## config.mk

```make
export PLATFORM = sky130hd
export DESIGN_NAME = luhn_accum
export DESIGN_NICKNAME = d
export VERILOG_FILES = /design/src/rtl/luhn_pkg.sv /design/src/rtl/luhn_accum.sv
export SDC_FILE = /design/constraint.sdc
export NUM_CORES = 1
export LEC_CHECK = 0
export BUFFER_PORTS_ARGS = -buffer_cell sky130_fd_sc_hd__buf_2
export CAP_MARGIN = 20
export CORE_MARGIN = 5
export CORE_UTILIZATION = 60
export DETAILED_ROUTE_END_ITERATION = 8
export GPL_ROUTABILITY_DRIVEN = 0
export GPL_TIMING_DRIVEN = 0
export PLACE_DENSITY_LB_ADDON = 0.05
export SLEW_MARGIN = 40
export SYNTH_ARGS = -nofsm -noshare
export SYNTH_HDL_FRONTEND = slang
export SYNTH_SLANG_ARGS = --single-unit
```

## constraint.sdc

```tcl
create_clock -name clk -period 12.2 [get_ports clk]
set_clock_uncertainty 0.2 [all_clocks]
set_input_delay 2.44 -clock clk [delete_from_list [all_inputs] [get_ports clk]]
set_output_delay 2.44 -clock clk [all_outputs]
set_load 0.01 [all_outputs]
```

## src/rtl/luhn_pkg.sv

```systemverilog
// Shared types, constants and helper functions for the Luhn card number checker.
// No dependencies; imported by every module in rtl/.
package luhn_pkg;

    localparam int unsigned CHAR_W      = 8;
    localparam int unsigned DIGIT_W     = 4;
    localparam int unsigned COUNT_W     = 5;
    localparam int unsigned LEAD_DEPTH  = 4;
    localparam int unsigned OUT_TDATA_W = 8;

    localparam logic [CHAR_W-1:0]  CHAR_ZERO = 8'd48;
    localparam logic [CHAR_W-1:0]  CHAR_NINE = 8'd57;
    localparam logic [COUNT_W-1:0] COUNT_SAT = 5'd20;
    localparam logic [COUNT_W-1:0] COUNT_MIN = 5'd13;
    localparam logic [COUNT_W-1:0] COUNT_MAX = 5'd19;

    // Card kind codes as they appear on the result
    typedef enum logic [2:0] {
        KIND_UNKNOWN    = 3'd0,
        KIND_VISA       = 3'd1,
        KIND_MASTERCARD = 3'd2,
        KIND_AMEX       = 3'd3,
        KIND_DISCOVER   = 3'd4
    } card_kind_t;

    // Digit state after taking one character, as seen by the classifier
    typedef struct packed {
        logic [COUNT_W-1:0]                    count;
        logic [DIGIT_W-1:0]                    sum;
        logic [LEAD_DEPTH-1:0][DIGIT_W-1:0]    lead;
    } luhn_summary_t;

    // Luhn doubling: 2d, less 9 when above 9
    function automatic logic [DIGIT_W-1:0] luhn_double(input logic [DIGIT_W-1:0] d);
        logic [DIGIT_W:0] t;
        t = {d, 1'b0};
        if (t > 5'd9)
            t = t - 5'd9;
        return t[DIGIT_W-1:0];
    endfunction

    // Add two values below ten, modulo ten
    function automatic logic [DIGIT_W-1:0] add_mod10(input logic [DIGIT_W-1:0] a,
                                                     input logic [DIGIT_W-1:0] b);
        logic [DIGIT_W:0] t;
        t = {1'b0, a} + {1'b0, b};
        if (t >= 5'd10)
            t = t - 5'd10;
        return t[DIGIT_W-1:0];
    endfunction

endpackage

```

## src/rtl/luhn_accum.sv

```systemverilog
// Running Luhn sums for both doubling phases, saturating digit count, first four digits.
// Depends on luhn_pkg.
module luhn_accum (
    input  logic                                clk,
    input  logic                                rst_n,
    input  logic [luhn_pkg::CHAR_W-1:0]         char_code,
    input  logic                                end_of_number,
    input  logic                                take,
    output luhn_pkg::luhn_summary_t             summary
);
    import luhn_pkg::*;

    logic [DIGIT_W-1:0]                 sum_even_reg, sum_even_next;
    logic [DIGIT_W-1:0]                 sum_odd_reg, sum_odd_next;
    logic [COUNT_W-1:0]                 count_reg, count_next;
    logic [LEAD_DEPTH-1:0][DIGIT_W-1:0] lead_reg, lead_next;

    logic               is_digit;
    logic [DIGIT_W-1:0] digit;
    logic [DIGIT_W-1:0] digit_dbl;

    assign is_digit  = (char_code >= CHAR_ZERO) && (char_code <= CHAR_NINE);
    assign digit     = char_code[DIGIT_W-1:0];
    assign digit_dbl = luhn_double(digit);

    // Fold the character into both phase sums, count and prefix
    always_comb
    begin
        sum_even_next = sum_even_reg;
        sum_odd_next  = sum_odd_reg;
        count_next    = count_reg;
        lead_next     = lead_reg;
        if (is_digit)
        begin
            if (!count_reg[0])
            begin
                sum_even_next = add_mod10(sum_even_reg, digit_dbl);
                sum_odd_next  = add_mod10(sum_odd_reg, digit);
            end
            else
            begin
                sum_even_next = add_mod10(sum_even_reg, digit);
                sum_odd_next  = add_mod10(sum_odd_reg, digit_dbl);
            end
            if (count_reg < COUNT_W'(LEAD_DEPTH))
                lead_next[count_reg[1:0]] = digit;
            if (count_reg < COUNT_SAT)
                count_next = count_reg + 1'b1;
        end
    end

    // Doubled positions share the parity of the digit count
    assign summary.count = count_next;
    assign summary.sum   = count_next[0] ? sum_odd_next : sum_even_next;
    assign summary.lead  = lead_next;

    // Advance on each request; clear after the last character of a number
    always_ff @(posedge clk or negedge rst_n)
    begin
        if (!rst_n)
        begin
            sum_even_reg <= '0;
            sum_odd_reg  <= '0;
            count_reg    <= '0;
            lead_reg     <= '0;
        end
        else if (take)
        begin
            if (end_of_number)
            begin
                sum_even_reg <= '0;
                sum_odd_reg  <= '0;
                count_reg    <= '0;
                lead_reg     <= '0;
            end
            else
            begin
                sum_even_reg <= sum_even_next;
                sum_odd_reg  <= sum_odd_next;
                count_reg    <= count_next;
                lead_reg     <= lead_next;
            end
        end
    end

endmodule

```

==> results of run 1 <==
==> power by group through the flow <==
stage           logic, W  clock network [W]  registers, W
2_1_floorplan  0.0000864                  0      0.000104
6_report        0.000115          0.0000774      0.000104
3_3_place_gp    0.000111                  0      0.000105
3_5_place_dp    0.000114                  0      0.000105
5_1_grt         0.000129          0.0000837      0.000104
4_1_cts         0.000115          0.0000785      0.000103
==> worst reg2reg max path: stages (launching register included) <==
cell and delay [ns]:
dfrtp_1 0.45, ha_1 0.21, inv_1 0.06, fa_1 0.42
xor2_2 0.18, ha_1 0.26, a21boi_1 0.18, o311ai_4 0.34
nor2_1 0.08, a311oi_1 0.48, a32oi_1 0.19, o2bb2ai_1 0.16
==> stage by stage <==
| step | instances | cell area, sq um | worst slack [ns] | hold slack [ns] |
|---|---|---|---|---|
| CTS | 424 | 3142 | 3.176 | 0.2841 |
| detailed placement | 416 | 3062 | 3.182 | 0.2708 |
| floorplan | 328 | 2824 | 4.073 | 0.2460 |
| finish | 424 | 3142 | 3.121 | 0.2805 |
| global placement | 416 | 3062 | 3.267 | 0.2603 |
| global route | 424 | 3142 | 2.883 | 0.3124 |
==> metal layers <==
metal / track usage / up-vias
met1: 0.3283 / 1290
met4: 0.1171 / 0
li1: - / 1265
met2: 0.4822 / 65
met5: 0 / -
met3: 0.03899 / 17
==> worst min-delay path by stage <==
stage / start / slack [ns] / endpoint / cells after the start
floorplan: lead_reg[0] / 0.25 / lead_reg[0] / 2
global placement: lead_reg[12] / 0.26 / lead_reg[12] / 2
detailed placement: lead_reg[13] / 0.27 / lead_reg[13] / 2
CTS: lead_reg[13] / 0.28 / lead_reg[13] / 2
global route: lead_reg[13] / 0.31 / lead_reg[13] / 2
finish: lead_reg[13] / 0.28 / lead_reg[13] / 2
==> final cells by class <==
class                   instances  area [sq um]  area share
well taps                      54         67.56     0.02151
inverters                      20         75.07     0.02389
flip-flops and latches         29         725.7      0.2310
plain buffers                  15         71.32     0.02270
multi-input cells             264          1952      0.6213
repair buffers                 34         170.2     0.05416
clock buffers                   8         80.08     0.02549
==> cell families after synthesis <==
group                      after synthesis  synth area share
buffers and inverters                   35           0.05184
and+or+nand+nor                         94            0.1560
AOI/OAI and AO/OA                      103            0.2521
adders and majority gates               31            0.1480
DFF                                     29            0.2570
muxes                                   24           0.09260
xor gates and xnor gates                12           0.04254
==> Yosys cell counts (7+ instances only) <==
library cell	instances	area share
nand2_1	36	0.048
dfrtp_1	29	0.26
ha_1	27	0.12
nor2_1	21	0.028
inv_1	19	0.025
o21ai_0	19	0.034
a21oi_1	17	0.030
o21ai_1	16	0.028
mux2_2	9	0.036
mux2_1	8	0.032
nand2b_1	8	0.018
nor2b_1	8	0.018
clkbuf_1	7	0.0093
mux2i_1	7	0.025
xnor2_1	7	0.022
==> reports/results.txt, run 1 <==
The flow ran to the end, and the final reports show no timing, DRC or antenna violations. The biggest fanout along the worst timing path was 9; the relative contribution of sequential cells to total power was 0.350. The detailed-router iteration count before antenna repair was 4; the clock sink total was 29.

The worst-case register-to-register setup slack is 8.91 ns, and the count of state elements after synthesis is 29. Counting every net in the synthesized netlist gives 371. The logs give 0 for the number of antenna-violating nets in the routed design and 0.6059 for the starting density of the core. The final layout contains 412 nets. For the area of the die, the log shows 6179 sq um.

Total power for the finished layout comes to 0.0002963 W. The tools report the total congestion overflow as 0. The root buffer cell is clkbuf_8.

The launch point of the critical path was char_code[1]. Worst reg2reg path endpoint: sum_odd_reg[2]. The worst-path cell with the longest stage delay was a311oi_1.

The clock group share of total power is 0.261, and the total vias in the final route is 2637. The per-cell routed wire length works out to 18.02 um. Across the run, the number of max-cap violations was 0.

After the first detailed-routing iteration, the DRC count stood at 157. For the net load switching power, the log shows 0.0001097 W. The predominant post-synthesis flop cell was dfrtp_1.

The minimum clock period after layout is 9.079 ns. Synthesis handed over a netlist of 328 instances. The tools report the I/O pin total as 37. The total standard cell area after synthesis came out at 2824 sq um. The ratio of cells with drive above 1 in the final layout is 0.1784. The endpoint class of the critical path is an output pin. TritonCTS built the clock tree. The share of async-settable or async-resettable flops after synthesis was 1.000; the wire length on met1 was 3280 um. The DRC violations left is 0. The maximum clock insertion buffer count came out at 2.

The logs give 30 for the maximum number of pins on one net before global-route repair and 4661 sq um for the floorplan core area. Count of hold-fix buffers inserted at cts: 0. The first global-routing pass estimated 13140 um of wire. The worst-case headroom to the max-slew limit came out at 0.5445. For this block, the routed nets add up to 7639 um of wire. Yosys printed 0 warnings. The path class of the tightest hold or removal check is flip-flop to flip-flop.

The overall track demand over capacity in global routing is 0.2729. The largest single stage delay on the critical path is 0.48 ns. The proportion of total power due to net switching was 0.3702; the combinational cell fraction of total power was 0.389.

The width of the die came out at 78.61 um. Yosys mapped a number of flops with a built-in enable equal to 0. From synthesis to final layout, the design area changed by 11.25%. The worst register-to-register path begins at sum_odd_reg[0]. The die is 78.61 um tall.

The tools report the number of antenna violations at the first check in global routing as 0. For the final count of pins violating max slew, the log shows 0. The number of diodes added for antenna fixing was 0; the placement row count was 25. Summed over all nets, the half-perimeter wirelength after detailed placement is 5893 um. The via count of the first global-routing pass was 2761; the post-CTS setup repair buffer count was 0. Dividing the synthesized area by the synthesized cell count gives 8.610 sq um.

Timing would allow up to 110.1 MHz. The slew at the pin closest to its max-slew limit was 0.6832 ns; the setup total negative slack was 0 ns. Setup repair after global routing left no endpoint under its margin.

The type of the worst setup path is input pin to output pin. The logs give 314 um for the wire length on met3 and 420 for the layout filler cell count. The clock tree synthesis step divided the H-tree into 2 levels. Setup violations remaining at the end of the flow were counted as 0. The final hold violation count is 0, and the number of buffer and inverter instances along the worst setup path is 5. The sequential element share of the synthesized area is 0.2570.

Leaving out fill and tap cells, the most frequent cell in the layout is buf_2. The internal power of the cells totals 0.0001866 W. The power density over cell area came out at 94.32 nW/um^2.

Summed over all cells, the static leakage comes to 1.524 nW. In the layout the commonest cells are buf_2 (40), nand2_1 (36), dfrtp_1 (29). Using the TritonRoute via totals, the vias-per-cell ratio works out to 6.219. The worst-case IR drop observed on VDD is 0.07356 mV.

Clock tree synthesis inserted a total of 5 buffers. Top routing layer in use: met4. Walking the worst path, the cells encountered are buf_2 > inv_1 > ha_1 > inv_1 > a21oi_1 > xnor2_1 > inv_1 > fa_1 > xor2_2 > ha_1 > a21boi_1 > o311ai_4 > nor2_1 > a311oi_1 > a211oi_1 > a221oi_2 > buf_2. For the worst flop-to-flop path, the logic depth is 11. The run gives 6.44 ns as the critical path arrival. The register with the most flip-flops in the layout has 16 of them. After detailed routing, the met2 layer carries 3836 um of wire.

STA classifies the critical path startpoint as an input pin. The clock-pin slew on the worst setup and hold paths was 0.05 ns. The clock insertion delay at the later pin of the skew report was 0.28 ns. In this run, distinct cell masters in the synthesized netlist total 57. Final clock period utilization by the worst path: 0.7442. The critical path data required time was 9.56 ns. Post-route core utilization: 0.6741. The critical path's top delay family was compound AO/OA/AOI/OAI gates. Following the worst setup path forward leads to its endpoint at summary[18].

During placement, the flow inserted port buffers numbering 34. In this run, post-CTS repair resized a total of 0 instances. Depth of the critical timing path with buffers and inverters included: 17.

The most frequent cell on the critical path was inv_1.
(Power assumes the default switching activity.)
==> run 2: changes to the inputs <==
CORE_UTILIZATION = 53   (was 60)
clock period = 8.3 ns   (was 12.2 ns; I/O delays follow)
==> reports/results.txt, run 2 (synthesized netlist as in run 1, its figures left out) <==
The flow ran to the end, and the final reports show no timing, DRC or antenna violations. Setup repair after global routing left no endpoint under its margin. The clock insertion delay at the later pin of the skew report is 0.28 ns (about the same). The run gives 2528 (-8.4%) as the via count of the first global-routing pass. The max-capacitance violation count was 0 (unchanged). The run gives 0 ns (unchanged) as the setup total negative slack. The placement row count is 26 (+4.0%), and the wire length of the first global-routing pass is 12500 um (-4.9%). The logs give 0 (unchanged) for the count of hold-fix buffers inserted at cts and 432 (+3.8%) for the placed cell count. The worst hold path belongs to the class flip-flop to flip-flop. The run gives 29 (unchanged) as the clock sink total.

The number of antenna-violating nets in the routed design came out at 0 (unchanged). The worst path in the final design needs a cycle of 7.376 ns, including I/O delays and setup. Per-cell routed wire length: 17.24 um (-4.3%). In the layout the commonest cells are buf_2 (40), nand2_1 (36), dfrtp_1 (29). The maximum clock insertion buffer count is 2 (unchanged). The number of H-tree levels was 2 (unchanged); the final clock period utilization by the worst path was 0.8887. The root buffer cell chosen for the clock tree is clkbuf_8. The power density over cell area came out at 138.5 nW/um^2 (+47%). The tools report the combinational cell fraction of total power as 0.386 (-0.003).

The number of buffers inserted by port buffering was 34 (unchanged). Critical path arrival: 5.52 ns (-0.92 ns). The worst setup path is of the input pin to output pin kind.

For the number of diodes added for antenna fixing, the log shows 0 (unchanged). For the net load switching power, the log shows 0.0001584 W (+44%). For the maximum number of pins on one net before global-route repair, the log shows 30 (unchanged).

Y dimension of the die: 83.00 um (+5.6%). The area of the die was 6888 sq um (+11%). The DRC violations left was 0 (unchanged). TritonCTS built the clock tree. The proportion of total power due to net switching was 0.3609 (-0.009333); the static leakage power was 1.529 nW (+0.32%). The biggest fanout along the worst timing path came out at 9 (unchanged). The footprint of the multi-input gates is 1952 sq um (unchanged), and the final hold violation count is 0 (unchanged). The worst voltage drop across the vdd grid is 0.1041 mV (+41%), and the clock group share of total power is 0.267 (+0.006).

The relative contribution of sequential cells to total power was 0.347 (-0.003); the width of the die was 83.00 um (+5.6%). The total detailed-routing wirelength is 7570 um (-0.90%). The logs give 439 (+3.5%) for the post-route non-filler standard cell count and 0 (unchanged) for the final count of pins violating max slew. The run gives 170 (+8.3%) as the number of DRC markers after the initial detailed-route iteration. The internal power is 0.0002805 W (+50%), and the HPWL after detailed placement is 5840 um (-0.90%).

The critical path data required time is 6.44 ns (-3.12 ns). The per-cell via count in the routed design works out to 6.011 (-3.3%). The post-CTS setup repair buffer count is 0 (unchanged), and the highest achievable clock rate is 135.6 MHz. The clock-pin slew on the worst setup and hold paths is 0.06 ns (about the same), and the count of cells resized by post-cts repair is 0 (unchanged). The layout filler cell count was 482 (+15%); the floorplan core area was 5140 sq um (+10%). The run gives 2639 (+0.076%) as the total vias in the final route. The run gives 0.0004389 W (+48%) as the post-route total power. The slew at the pin closest to its max-slew limit came out at 0.6792 ns (-0.003949 ns).

Flip-flop count of the largest register after layout: 16 (unchanged). The most frequent standard cell in the layout excluding fill and tap cells was buf_2. The worst-case headroom to the max-slew limit was 0.5472 (+0.002633).

The logs give 0 (unchanged) for the number of antenna violations at the first check in global routing and 4 (unchanged) for the detailed-router iteration count before antenna repair. The ratio of cells with drive above 1 in the final layout works out to 0.1816 (+0.003193). The final standard cell area without fillers was 3168 sq um (+0.84%); the total clock buffers created by CTS was 5 (unchanged).

The I/O pin total came out at 37 (unchanged). For the overall track demand over capacity in global routing, the log shows 0.2226 (-0.05033). From synthesis to final layout, the design area changed by 12.18%. The tools report the number of setup violations in the final report as 0 (unchanged).

The endpoint class of the critical path is an output pin. The starting density of the core was 0.5494 (-0.05649). Number of nets at the end of the flow: 412 (unchanged). The sort of element at the start of the critical path is an input pin. The footprint of the flip-flops and latches is 725.7 sq um (unchanged). The logs give 3082 sq um (+0.65%) for the instance area after placement and 0 (unchanged) for the total congestion overflow.
==> run 2: cell count changes in the layout (fill, tap and decap cells not counted) <==
cell	previous run	this run
clkbuf_1	10	8
clkbuf_8	5	6
==> run 2: through the flow <==
stage / hold WS, ns / worst slack (ns) / utilization
after floorplan: 0.2460 / 1.733 / -
after global placement: 0.2615 / 0.9826 / 0.5996
after detailed placement: 0.2664 / 0.9765 / 0.5996
after CTS: 0.2790 / 0.9696 / 0.6164
after global routing: 0.2925 / 0.6505 / 0.6164
final: 0.2719 / 0.9238 / 0.6164
==> run 2: worst max-delay path, stage by stage <==
cell and delay, ns:
buf_2 0.17, inv_1 0.24, ha_1 0.27, inv_1 0.05
a21oi_1 0.29, xnor2_1 0.22, inv_1 0.15, fa_1 0.46
xor2_2 0.18, ha_1 0.27, a21boi_1 0.17, o311ai_4 0.33
nor2_1 0.11, a311oi_1 0.38, a211oi_1 0.17, a221oi_2 0.21
buf_2 0.18
==> run 2: power groups by stage <==
stage | Combinational [W] | Clock (W) | Sequential (W)
after floorplan | 0.000127 | 0 | 0.000152
after CTS | 0.000168 | 0.000119 | 0.000152
final | 0.000169 | 0.000117 | 0.000152
after detailed placement | 0.000167 | 0 | 0.000155
after global routing | 0.000186 | 0.000125 | 0.000153
after global placement | 0.000164 | 0 | 0.000155
==> run 2: final timing paths <==
kind / startpoint / cells after the start / slack, ns / to
min in group asynchronous: rst_n / 1 / 1.21 / count_reg[3]
setup / recovery: char_code[1] / 17 / 0.92 / summary[18]
max in group asynchronous: rst_n / 1 / 6.24 / lead_reg[6]
setup reg to reg: sum_odd_reg[0] / 12 / 5.12 / sum_odd_reg[2]
hold reg to reg: lead_reg[14] / 2 / 0.27 / lead_reg[14]
hold / removal: lead_reg[14] / 2 / 0.27 / lead_reg[14]
==> run 2: area by class of cell <==
cell class / instances / share of cell area
clock buffers: 7 / 0.02725
plain buffers: 15 / 0.02251
flip-flops and latches: 29 / 0.2291
repair buffers: 34 / 0.05371
inverters: 20 / 0.02370
well taps: 70 / 0.02765
multi-input cells: 264 / 0.6161
==> run 2: routing by layer <==
layer / track usage / part of all wire
met2: 0.3418 / 0.45
met4: 0.08024 / 0.023
met3: 0.05050 / 0.073
met5: 0 / 0
met1: 0.3060 / 0.46
